--- src/sv/hrd_pkg.sv ---
package hrd_pkg;

  localparam int TEMP_W     = 24;
  localparam int COEFF_W    = 16;
  localparam int LEN_W      = 5;
  localparam int IDX_W      = 4;
  localparam int OP_W       = 2;
  localparam int MAX_EMIT   = 16;
  localparam int LAP_W      = 27;
  localparam int PROD_W     = 44;
  localparam int SUM_W      = 30;
  localparam int CFG_IDX_W  = 1;
  localparam int CFG_DATA_W = 16;
  localparam int TDATA_W    = 32;
  localparam int TDATA_PAD  = TDATA_W - IDX_W - TEMP_W;

  localparam logic [COEFF_W-1:0] COEFF_RST = 16'd6554;
  localparam logic [LEN_W-1:0]   LEN_RST   = 5'd6;

  localparam logic [CFG_IDX_W-1:0] CFG_COEFF = 1'b0;
  localparam logic [CFG_IDX_W-1:0] CFG_LEN   = 1'b1;

  localparam logic signed [SUM_W-1:0] TEMP_MAX = 30'sd8388607;
  localparam logic signed [SUM_W-1:0] TEMP_MIN = -30'sd8388608;
  localparam logic signed [PROD_W:0]  ROUND_HALF = 45'sd32768;

  typedef logic signed [TEMP_W-1:0] temp_t;

  typedef enum logic [OP_W-1:0] {
    OP_FILL = 2'd0,
    OP_SET  = 2'd1,
    OP_TICK = 2'd2
  } op_e;

  typedef enum logic {
    ST_IDLE = 1'b0,
    ST_TICK = 1'b1
  } state_e;

  // one cell handed to the stencil datapath
  typedef struct packed {
    temp_t left;
    temp_t t;
    temp_t right;
    logic  last;
    logic  cell0;
  } sten_in_t;

  // one finished cell
  typedef struct packed {
    temp_t temp;
    logic  last;
    logic  sat;
  } sten_out_t;

endpackage

--- src/sv/hrd_cell_mem.sv ---
module hrd_cell_mem #(
  parameter int DEPTH = 16,
  parameter int AW    = 4
) (
  input  logic           clk_i,
  input  logic           rst_ni,
  input  logic           fill_en_i,
  input  hrd_pkg::temp_t fill_val_i,
  input  logic           wr_en_i,
  input  logic [AW-1:0]  wr_addr_i,
  input  hrd_pkg::temp_t wr_data_i,
  input  logic           rd_en_i,
  input  logic [AW-1:0]  rd_addr_i,
  output hrd_pkg::temp_t rd_data_o
);
  import hrd_pkg::*;

  temp_t            mem [DEPTH];
  logic [DEPTH-1:0] valid_q;
  temp_t            fill_q;
  temp_t            word_q;
  logic             hit_q;

  // a cell not written since the last fill reads as the fill value
  always_ff @(posedge clk_i or negedge rst_ni) begin
    if (!rst_ni) begin
      valid_q <= '0;
      fill_q  <= '0;
    end else if (fill_en_i) begin
      valid_q <= '0;
      fill_q  <= fill_val_i;
    end else if (wr_en_i) begin
      valid_q[wr_addr_i] <= 1'b1;
    end
  end

  always_ff @(posedge clk_i) begin
    if (wr_en_i) begin
      mem[wr_addr_i] <= wr_data_i;
    end
  end

  always_ff @(posedge clk_i) begin
    if (rd_en_i) begin
      word_q <= mem[rd_addr_i];
      hit_q  <= valid_q[rd_addr_i];
    end
  end

  assign rd_data_o = hit_q ? word_q : fill_q;

endmodule

--- src/sv/hrd_stencil.sv ---
module hrd_stencil #(
  parameter int IW = 5
) (
  input  logic                              clk_i,
  input  logic                              rst_ni,
  input  logic                              en_i,
  input  logic                              in_vld_i,
  input  hrd_pkg::sten_in_t                 in_i,
  input  logic [IW-1:0]                     in_idx_i,
  input  logic [hrd_pkg::COEFF_W-1:0]       coeff_i,
  output logic                              out_vld_o,
  output hrd_pkg::sten_out_t                out_o,
  output logic [IW-1:0]                     out_idx_o,
  output logic                              wb_en_o,
  output logic [IW-1:0]                     wb_idx_o,
  output hrd_pkg::temp_t                    wb_data_o
);
  import hrd_pkg::*;

  logic signed [LAP_W-1:0]  lap;
  logic signed [PROD_W-1:0] prod_d;
  logic signed [PROD_W-1:0] m_prod_q;
  temp_t                    m_t_q;
  logic                     m_last_q;
  logic                     m_cell0_q;
  logic [IW-1:0]            m_idx_q;
  logic                     m_vld_q;

  logic signed [PROD_W:0]   rnd;
  logic signed [SUM_W-1:0]  sum;
  temp_t                    new_temp;
  logic                     new_sat;

  sten_out_t                o_q;
  logic [IW-1:0]            o_idx_q;
  logic                     o_vld_q;

  // multiply stage: left - 2t + right, times the coefficient
  assign lap = $signed({{3{in_i.left[TEMP_W-1]}}, in_i.left})
             - $signed({{2{in_i.t[TEMP_W-1]}}, in_i.t, 1'b0})
             + $signed({{3{in_i.right[TEMP_W-1]}}, in_i.right});
  assign prod_d = $signed({{(PROD_W-COEFF_W){1'b0}}, coeff_i})
                * $signed({{(PROD_W-LAP_W){lap[LAP_W-1]}}, lap});

  always_ff @(posedge clk_i or negedge rst_ni) begin
    if (!rst_ni) begin
      m_vld_q <= 1'b0;
      o_vld_q <= 1'b0;
    end else if (en_i) begin
      m_vld_q <= in_vld_i;
      o_vld_q <= m_vld_q;
    end
  end

  always_ff @(posedge clk_i) begin
    if (en_i && in_vld_i) begin
      m_prod_q  <= prod_d;
      m_t_q     <= in_i.t;
      m_last_q  <= in_i.last;
      m_cell0_q <= in_i.cell0;
      m_idx_q   <= in_idx_i;
    end
  end

  // round half up, floor shift, add to the old value and clip
  always_comb begin
    rnd      = $signed({m_prod_q[PROD_W-1], m_prod_q}) + ROUND_HALF;
    sum      = $signed({{(SUM_W-TEMP_W){m_t_q[TEMP_W-1]}}, m_t_q})
             + $signed({rnd[PROD_W], rnd[PROD_W:16]});
    new_sat  = 1'b0;
    new_temp = m_t_q;
    if (!m_cell0_q) begin
      if (sum > TEMP_MAX) begin
        new_temp = TEMP_MAX[TEMP_W-1:0];
        new_sat  = 1'b1;
      end else if (sum < TEMP_MIN) begin
        new_temp = TEMP_MIN[TEMP_W-1:0];
        new_sat  = 1'b1;
      end else begin
        new_temp = sum[TEMP_W-1:0];
      end
    end
  end

  always_ff @(posedge clk_i) begin
    if (en_i && m_vld_q) begin
      o_q.temp <= new_temp;
      o_q.last <= m_last_q;
      o_q.sat  <= new_sat;
      o_idx_q  <= m_idx_q;
    end
  end

  assign wb_en_o   = en_i && m_vld_q;
  assign wb_idx_o  = m_idx_q;
  assign wb_data_o = new_temp;
  assign out_vld_o = o_vld_q;
  assign out_o     = o_q;
  assign out_idx_o = o_idx_q;

endmodule

--- src/sv/heat_rod_diffusion_step_top.sv ---
// Explicit finite-difference step of the 1-D heat equation on a rod of up to
// MAX_CELLS Q15.8 cells held in one synchronous cell memory. Input opcode 0
// fills every cell with one value and opcode 1 sets one cell (ignored at or
// beyond the rod length); neither gives a result. Opcode 2 runs a tick: the
// cells are swept out of the memory one a cycle while the output is not
// stalled, each new value t + K*(left - 2t + right) is rounded, clipped,
// written back and sent as one result item, cell 0 unchanged, with tlast on
// the final cell. The single read port of the cell memory sets that pace,
// and output stalls hold the whole sweep. No new item is taken while a tick
// is in progress. Fill clears a valid bit per cell and keeps the fill value
// in a register, so no clearing pass is needed after reset or fill.
module heat_rod_diffusion_step_top #(
  parameter int MAX_CELLS = 16
) (
  input  logic                            clk_i,
  input  logic                            rst_ni,
  input  logic                            s_axis_tvalid,
  output logic                            s_axis_tready,
  // cell_index [3:0], value [27:4], zero pad
  input  logic [hrd_pkg::TDATA_W-1:0]     s_axis_tdata,
  // opcode [1:0]
  input  logic [hrd_pkg::OP_W-1:0]        s_axis_tuser,
  output logic                            m_axis_tvalid,
  input  logic                            m_axis_tready,
  // cell_index_res [3:0], temperature [27:4], zero pad
  output logic [hrd_pkg::TDATA_W-1:0]     m_axis_tdata,
  output logic                            m_axis_tlast,
  // saturated [0]
  output logic [0:0]                      m_axis_tuser,
  input  logic                            cfg_we_i,
  input  logic [hrd_pkg::CFG_IDX_W-1:0]   cfg_idx_i,
  input  logic [hrd_pkg::CFG_DATA_W-1:0]  cfg_data_i
);
  import hrd_pkg::*;

  localparam int AW   = $clog2(MAX_CELLS);
  localparam int EMIT = (MAX_CELLS < MAX_EMIT) ? MAX_CELLS : MAX_EMIT;
  // counters hold the rod length itself and the 4-bit output index
  localparam int CW   = (AW + 1 > LEN_W) ? AW + 1 : LEN_W;

  // configuration registers
  logic [COEFF_W-1:0] coeff_q, coeff_d;
  logic [LEN_W-1:0]   len_q, len_d;

  always_comb begin
    coeff_d = coeff_q;
    len_d   = len_q;
    if (cfg_we_i) begin
      case (cfg_idx_i)
        CFG_COEFF: coeff_d = cfg_data_i;
        CFG_LEN:   len_d   = cfg_data_i[LEN_W-1:0];
        default:   ;
      endcase
    end
  end

  always_ff @(posedge clk_i or negedge rst_ni) begin
    if (!rst_ni) begin
      coeff_q <= COEFF_RST;
      len_q   <= LEN_RST;
    end else begin
      coeff_q <= coeff_d;
      len_q   <= len_d;
    end
  end

  // effective length: zero acts as one, clamp to what the rod and a tick allow
  logic [CW-1:0] len_ext;
  logic [CW-1:0] n_len;

  assign len_ext = CW'(len_q);

  always_comb begin
    if (len_ext == '0) begin
      n_len = CW'(1);
    end else if (len_ext > CW'(EMIT)) begin
      n_len = CW'(EMIT);
    end else begin
      n_len = len_ext;
    end
  end

  // input item fields
  op_e           op;
  logic [CW-1:0] in_idx;
  temp_t         in_val;
  logic          s_acc;

  assign op     = op_e'(s_axis_tuser);
  assign in_idx = CW'(s_axis_tdata[IDX_W-1:0]);
  assign in_val = s_axis_tdata[IDX_W +: TEMP_W];
  assign s_acc  = s_axis_tvalid && s_axis_tready;

  // control state machine
  state_e state_q, state_d;
  logic   tick_start;
  logic   fill_en;
  logic   set_en;
  logic   tick;
  logic   m_acc;

  always_comb begin
    tick_start = 1'b0;
    fill_en    = 1'b0;
    set_en     = 1'b0;
    if (s_acc) begin
      case (op)
        OP_FILL: fill_en    = 1'b1;
        OP_SET:  set_en     = (in_idx < n_len);
        OP_TICK: tick_start = 1'b1;
        default: ;
      endcase
    end
  end

  always_comb begin
    state_d = state_q;
    case (state_q)
      ST_IDLE: if (tick_start) begin
        state_d = ST_TICK;
      end
      ST_TICK: if (m_acc && m_axis_tlast) begin
        state_d = ST_IDLE;
      end
      default: state_d = ST_IDLE;
    endcase
  end

  always_comb begin
    s_axis_tready = 1'b0;
    tick          = 1'b0;
    case (state_q)
      ST_IDLE: s_axis_tready = 1'b1;
      ST_TICK: tick          = 1'b1;
      default: ;
    endcase
  end

  always_ff @(posedge clk_i or negedge rst_ni) begin
    if (!rst_ni) begin
      state_q <= ST_IDLE;
    end else begin
      state_q <= state_d;
    end
  end

  // sweep: rd_ptr issues reads, ci is the cell being computed
  // window a = old[ci-1], b = old[ci], read data = old[ci+1]
  logic [CW-1:0] rd_ptr_q, rd_ptr_d;
  logic [CW-1:0] ci_q, ci_d;
  logic          rd_vld_q, rd_vld_d;
  logic          have_cur_q, have_cur_d;
  temp_t         a_q, a_d;
  temp_t         b_q, b_d;
  temp_t         rd_data;

  logic          en;
  logic          ci_last;
  logic          fire;
  logic          load;
  logic          consume;
  logic          issue;

  logic          out_vld;
  sten_out_t     out_s;
  logic [CW-1:0] out_idx;
  logic          wb_en;
  logic [CW-1:0] wb_idx;
  temp_t         wb_data;
  sten_in_t      sten_in;

  assign en      = !out_vld || m_axis_tready;
  assign ci_last = (ci_q == n_len - CW'(1));
  assign fire    = tick && have_cur_q && en && (ci_last || rd_vld_q);
  assign load    = tick && rd_vld_q && !have_cur_q;
  assign consume = load || (fire && !ci_last);
  assign issue   = tick && (rd_ptr_q < n_len) && (!rd_vld_q || consume);

  always_comb begin
    rd_ptr_d   = rd_ptr_q;
    ci_d       = ci_q;
    rd_vld_d   = rd_vld_q;
    have_cur_d = have_cur_q;
    a_d        = a_q;
    b_d        = b_q;
    if (tick_start) begin
      rd_ptr_d   = '0;
      ci_d       = '0;
      rd_vld_d   = 1'b0;
      have_cur_d = 1'b0;
    end else begin
      if (issue) begin
        rd_ptr_d = rd_ptr_q + CW'(1);
      end
      rd_vld_d = issue || (rd_vld_q && !consume);
      if (load) begin
        have_cur_d = 1'b1;
        b_d        = rd_data;
      end
      if (fire) begin
        ci_d = ci_q + CW'(1);
        a_d  = b_q;
        if (ci_last) begin
          have_cur_d = 1'b0;
        end else begin
          b_d = rd_data;
        end
      end
    end
  end

  always_ff @(posedge clk_i or negedge rst_ni) begin
    if (!rst_ni) begin
      rd_ptr_q   <= '0;
      ci_q       <= '0;
      rd_vld_q   <= 1'b0;
      have_cur_q <= 1'b0;
    end else begin
      rd_ptr_q   <= rd_ptr_d;
      ci_q       <= ci_d;
      rd_vld_q   <= rd_vld_d;
      have_cur_q <= have_cur_d;
    end
  end

  always_ff @(posedge clk_i) begin
    a_q <= a_d;
    b_q <= b_d;
  end

  // cell memory: set writes in idle, write-back during a tick
  logic          wr_en;
  logic [AW-1:0] wr_addr;
  temp_t         wr_data;

  assign wr_en   = set_en || wb_en;
  assign wr_addr = set_en ? in_idx[AW-1:0] : wb_idx[AW-1:0];
  assign wr_data = set_en ? in_val : wb_data;

  hrd_cell_mem #(
    .DEPTH (MAX_CELLS),
    .AW    (AW)
  ) u_mem (
    .clk_i      (clk_i),
    .rst_ni     (rst_ni),
    .fill_en_i  (fill_en),
    .fill_val_i (in_val),
    .wr_en_i    (wr_en),
    .wr_addr_i  (wr_addr),
    .wr_data_i  (wr_data),
    .rd_en_i    (issue),
    .rd_addr_i  (rd_ptr_q[AW-1:0]),
    .rd_data_o  (rd_data)
  );

  // the last cell sees zero on its right
  assign sten_in.left  = a_q;
  assign sten_in.t     = b_q;
  assign sten_in.right = ci_last ? '0 : rd_data;
  assign sten_in.last  = ci_last;
  assign sten_in.cell0 = (ci_q == '0);

  hrd_stencil #(
    .IW (CW)
  ) u_stencil (
    .clk_i     (clk_i),
    .rst_ni    (rst_ni),
    .en_i      (en),
    .in_vld_i  (fire),
    .in_i      (sten_in),
    .in_idx_i  (ci_q),
    .coeff_i   (coeff_q),
    .out_vld_o (out_vld),
    .out_o     (out_s),
    .out_idx_o (out_idx),
    .wb_en_o   (wb_en),
    .wb_idx_o  (wb_idx),
    .wb_data_o (wb_data)
  );

  assign m_axis_tvalid = out_vld;
  assign m_axis_tdata  = {{TDATA_PAD{1'b0}}, out_s.temp, out_idx[IDX_W-1:0]};
  assign m_axis_tlast  = out_s.last;
  assign m_axis_tuser  = out_s.sat;
  assign m_acc         = m_axis_tvalid && m_axis_tready;

  // results only appear while a tick runs, never beside an open input
  assert property (@(posedge clk_i) disable iff (!rst_ni)
    m_axis_tvalid |-> !s_axis_tready)
    else $error("result offered while input is open");

  // the read sweep never runs past the rod
  assert property (@(posedge clk_i) disable iff (!rst_ni)
    tick |-> (rd_ptr_q <= n_len))
    else $error("read pointer beyond rod length");

  // tlast marks exactly the final cell of the rod
  assert property (@(posedge clk_i) disable iff (!rst_ni)
    m_axis_tvalid |-> (m_axis_tlast == (out_idx == n_len - CW'(1))))
    else $error("last marker on wrong cell");

  // the block is open again right after the final cell leaves
  assert property (@(posedge clk_i) disable iff (!rst_ni)
    (m_acc && m_axis_tlast) |=> s_axis_tready)
    else $error("not idle after final cell");

  // write-back and set never share the write port
  assert property (@(posedge clk_i) disable iff (!rst_ni)
    wb_en |-> !set_en)
    else $error("write port conflict");

endmodule
--- config.mk ---
export PLATFORM = sky130hd
export DESIGN_NAME = heat_rod_diffusion_step_top
export DESIGN_NICKNAME = d
export VERILOG_FILES = /design/src/sv/hrd_pkg.sv /design/src/sv/hrd_cell_mem.sv /design/src/sv/hrd_stencil.sv /design/src/sv/heat_rod_diffusion_step_top.sv
export SDC_FILE = /design/constraint.sdc
export NUM_CORES = 2
export LEC_CHECK = 0
export BUFFER_PORTS_ARGS = -buffer_cell sky130_fd_sc_hd__buf_2
export CORE_ASPECT_RATIO = 1.4
export CORE_UTILIZATION = 60
export CTS_BUF_LIST = sky130_fd_sc_hd__clkbuf_4 sky130_fd_sc_hd__clkbuf_8
export CTS_CLUSTER_DIAMETER = 200
export DETAILED_ROUTE_END_ITERATION = 8
export PLACE_DENSITY_LB_ADDON = 0.08
export SLEW_MARGIN = 0
export SYNTH_ARGS = -nofsm -noshare
export SYNTH_HDL_FRONTEND = slang
export SYNTH_SLANG_ARGS = --single-unit
--- constraint.sdc ---
create_clock -name clk_i -period 24.1 [get_ports clk_i]
set_input_delay 4.82 -clock clk_i [delete_from_list [all_inputs] [get_ports clk_i]]
set_output_delay 4.82 -clock clk_i [all_outputs]
set_load 0.01 [all_outputs]
==> impl_metrics.ini <==
[floorplan]
start_util_pct = 60.63
pin_count = 92
std_cell_rows = 116
die_y_um = 319.8
die_w_um = 229.0
core_area_sq_um = 71410
die_area_sq_um = 73250

[timing]
min_period_ns = 12.87
finalCritPeriodShare_pct = 53.39
setup_viol = 0
rsz0062_at_grt = no
max_freq_ghz = 0.07772
finalClockSkew_ns = 0.02380
hold_violations = 0
maxSlewViolCount = 0
worst_pin_slew_ns = 1.302
slew_headroom_pct = 13.19
fin_setup_tns_ns = 0

[clock_network]
insertion_delay_ns = 0.65
cts_max_level = 3
path_clk_slew_ns = 0.07
cts_buffers = 86
cts.sinks = 622
cts_resized = 0
clock-root-buffer = clkbuf_8
post_cts_buffers = 0
clock_path_buffers = 3
cts_tree = done
ctsHoldBuffers = 0

[logic_synthesis]
synth-edff-count = 546
ys_ff_latch = 622
synth_cells = 3508
yosysSeqAreaShare_pct = 42.29
yosysWarnings = 0
async_flop_share_pct = 12.22
ys.flop_type = edfxtp_1
netlist_area_sq_um = 43290
avgSynthCellArea_sq_um = 12.34
synth_cell_types = 80

[worst_setup_path]
crit_slowest_cell = xnor2_2
cp-start-kind = register
path_max_fanout = 27
arrival_ns = 13.30
slowest_delay_ns = 0.87
path_buf_inv = 5
r2r_start = len_ext[3]
critPathCaptureType = register
cp_top_family = adder cells
setup.worst_path.class = register to register
crit_top_cell = fa_1
required_ns = 24.54
setup.worst_path.start = len_ext[3]

[placement]
gp_congestion = 0.9992
numPortBuffers = 83
place_hpwl_um = 79970

[detailed_routing]
wl_um = 110500
vias = 27146
drt-initial-drc-count = 1948
wl_per_cell_um = 23.98
routed_via_density = 5.890
drc = 0
ant_nets = 0
dr.pass1.iters = 5

[hold_path]
min_from = u_stencil.m_last_q
hp-class = register to register

[grt]
grt_remaining_overflow = 0
grt_pass1_vias = 29737
grt_max_degree = 67
antenna_found_initial = 7
grt_pass1_wl_um = 171100
grtUsageTotal_pct = 31.50

[finish]
num-fill-cells = 5399
final_layout_size_suffix_gt1_share_pct = 15.16
fin_nets = 4260
area_delta_synth_final_pct = 8.309

[outcome]
status = finished clean

[flow_run]
maxCapViolations = 0
==> logic make-up (layout without fill, tap and decap cells) <==
logic type,after synthesis,count (layout),synth area share (%)
AO/OA/AOI/OAI,324,324,5.147
XOR/XNOR,117,117,2.367
adder cells (fa/ha/maj),614,614,25.41
buffers and inverters,746,896,6.526
flip-flops,622,622,42.29
multiplexers,199,199,8.413
other,1,8,0.008662
AND/OR/NAND/NOR,885,885,9.838
==> layout make-up <==
| type | count | area, sq um | area share [%] |
|---|---|---|---|
| tap | 944 | 1181 | 2.519 |
| antenna | 4 | 10.01 | 0.02135 |
| sequential | 622 | 18320 | 39.07 |
| multi-input combinational | 2143 | 22470 | 47.93 |
| timing repair buffer | 143 | 868.3 | 1.852 |
| clock inverter | 31 | 235.2 | 0.5017 |
| clock buffer | 128 | 1574 | 3.357 |
| inverter | 594 | 2230 | 4.755 |
==> cell usage in the layout (no fill, tap or decap), types with 57 or more instances in the layout <==
| cell | instances |
|---|---|
| dfrtp_1 | 64 |
| buf_4 | 61 |
| ha_1 | 172 |
| nor2_1 | 77 |
| xnor2_1 | 57 |
| mux2_2 | 69 |
| fa_1 | 442 |
| and2_1 | 184 |
| mux4_2 | 125 |
| edfxtp_1 | 546 |
| inv_1 | 594 |
| a21oi_1 | 66 |
| buf_2 | 82 |
| clkbuf_8 | 98 |
| nand2_1 | 418 |
==> worst paths after layout <==
check | to | slack (ns) | cells after the start
setup / recovery | u_stencil.m_prod_q[42] | 11.23 | 40
hold / removal | u_stencil.out_o[1] | 0.42 | 0
setup reg to reg | u_stencil.m_prod_q[42] | 11.23 | 40
hold reg to reg | u_stencil.out_o[1] | 0.42 | 0
max in group asynchronous | rd_ptr_q[1] | 18.83 | 2
min in group asynchronous | coeff_q[14] | 4.01 | 1
==> synth_stat cells, types with 27 or more instances <==
master	n	area [sq um]
o21ai_0	51	255.2
and2_1	184	1151
a21o_1	41	307.8
nand3_1	28	140.1
a21oi_1	70	350.3
mux4_2	125	2815
dfrtp_1	67	1677
nor2_1	95	356.6
xor2_1	49	429.2
ha_1	172	2152
clkbuf_1	131	491.7
o21a_1	27	202.7
xnor2_1	68	595.6
edfxtp_1	546	16400
fa_1	442	8848
nand2_1	418	1569
mux2_2	69	777.0
inv_1	594	2230
==> state kept, by name, summed over array words and instances, names as in the netlist, 4 cells and up <==
| register | count |
|---|---|
| u_mem.mem | 384 |
| u_stencil.m_prod_q | 29 |
| u_stencil.out_o | 26 |
| a_q | 24 |
| b_q | 24 |
| u_mem.fill_q | 24 |
| u_mem.word_q | 24 |
| u_stencil.m_t_q | 24 |
| coeff_q | 16 |
| u_mem.valid_q | 16 |
| ci_q | 5 |
| len_ext | 5 |
| rd_ptr_q | 5 |
| u_stencil.out_idx_o | 4 |
| u_stencil.wb_idx_o | 4 |
==> through the flow <==
stage          worst slack [ns]  hold WS, ns  instances  utilization (%)  cell area, sq um
2_1_floorplan             13.92       0.4003       3511                -             43300
3_3_place_gp              11.78       0.4086       4444            63.10             45060
3_5_place_dp              11.61       0.4088       4444            63.10             45060
4_1_cts                   11.56       0.4263       4603            65.63             46860
5_1_grt                   10.68       0.4418       4606            65.65             46880
6_report                  11.23       0.4250       4609            65.66             46890
==> routing by layer <==
metal / up-vias / wire (um) / global-route usage (%)
li1: 11906 / - / -
met4: 10 / 6448 / 17.41
met3: 351 / 5099 / 3.843
met1: 14008 / 38220 / 34.79
met2: 871 / 60670 / 58.45
met5: - / 66 / 0
Power is left out: the tool's default activity adds up to more than one toggle a clock period on the data nets, which glitch-free logic cannot reach.
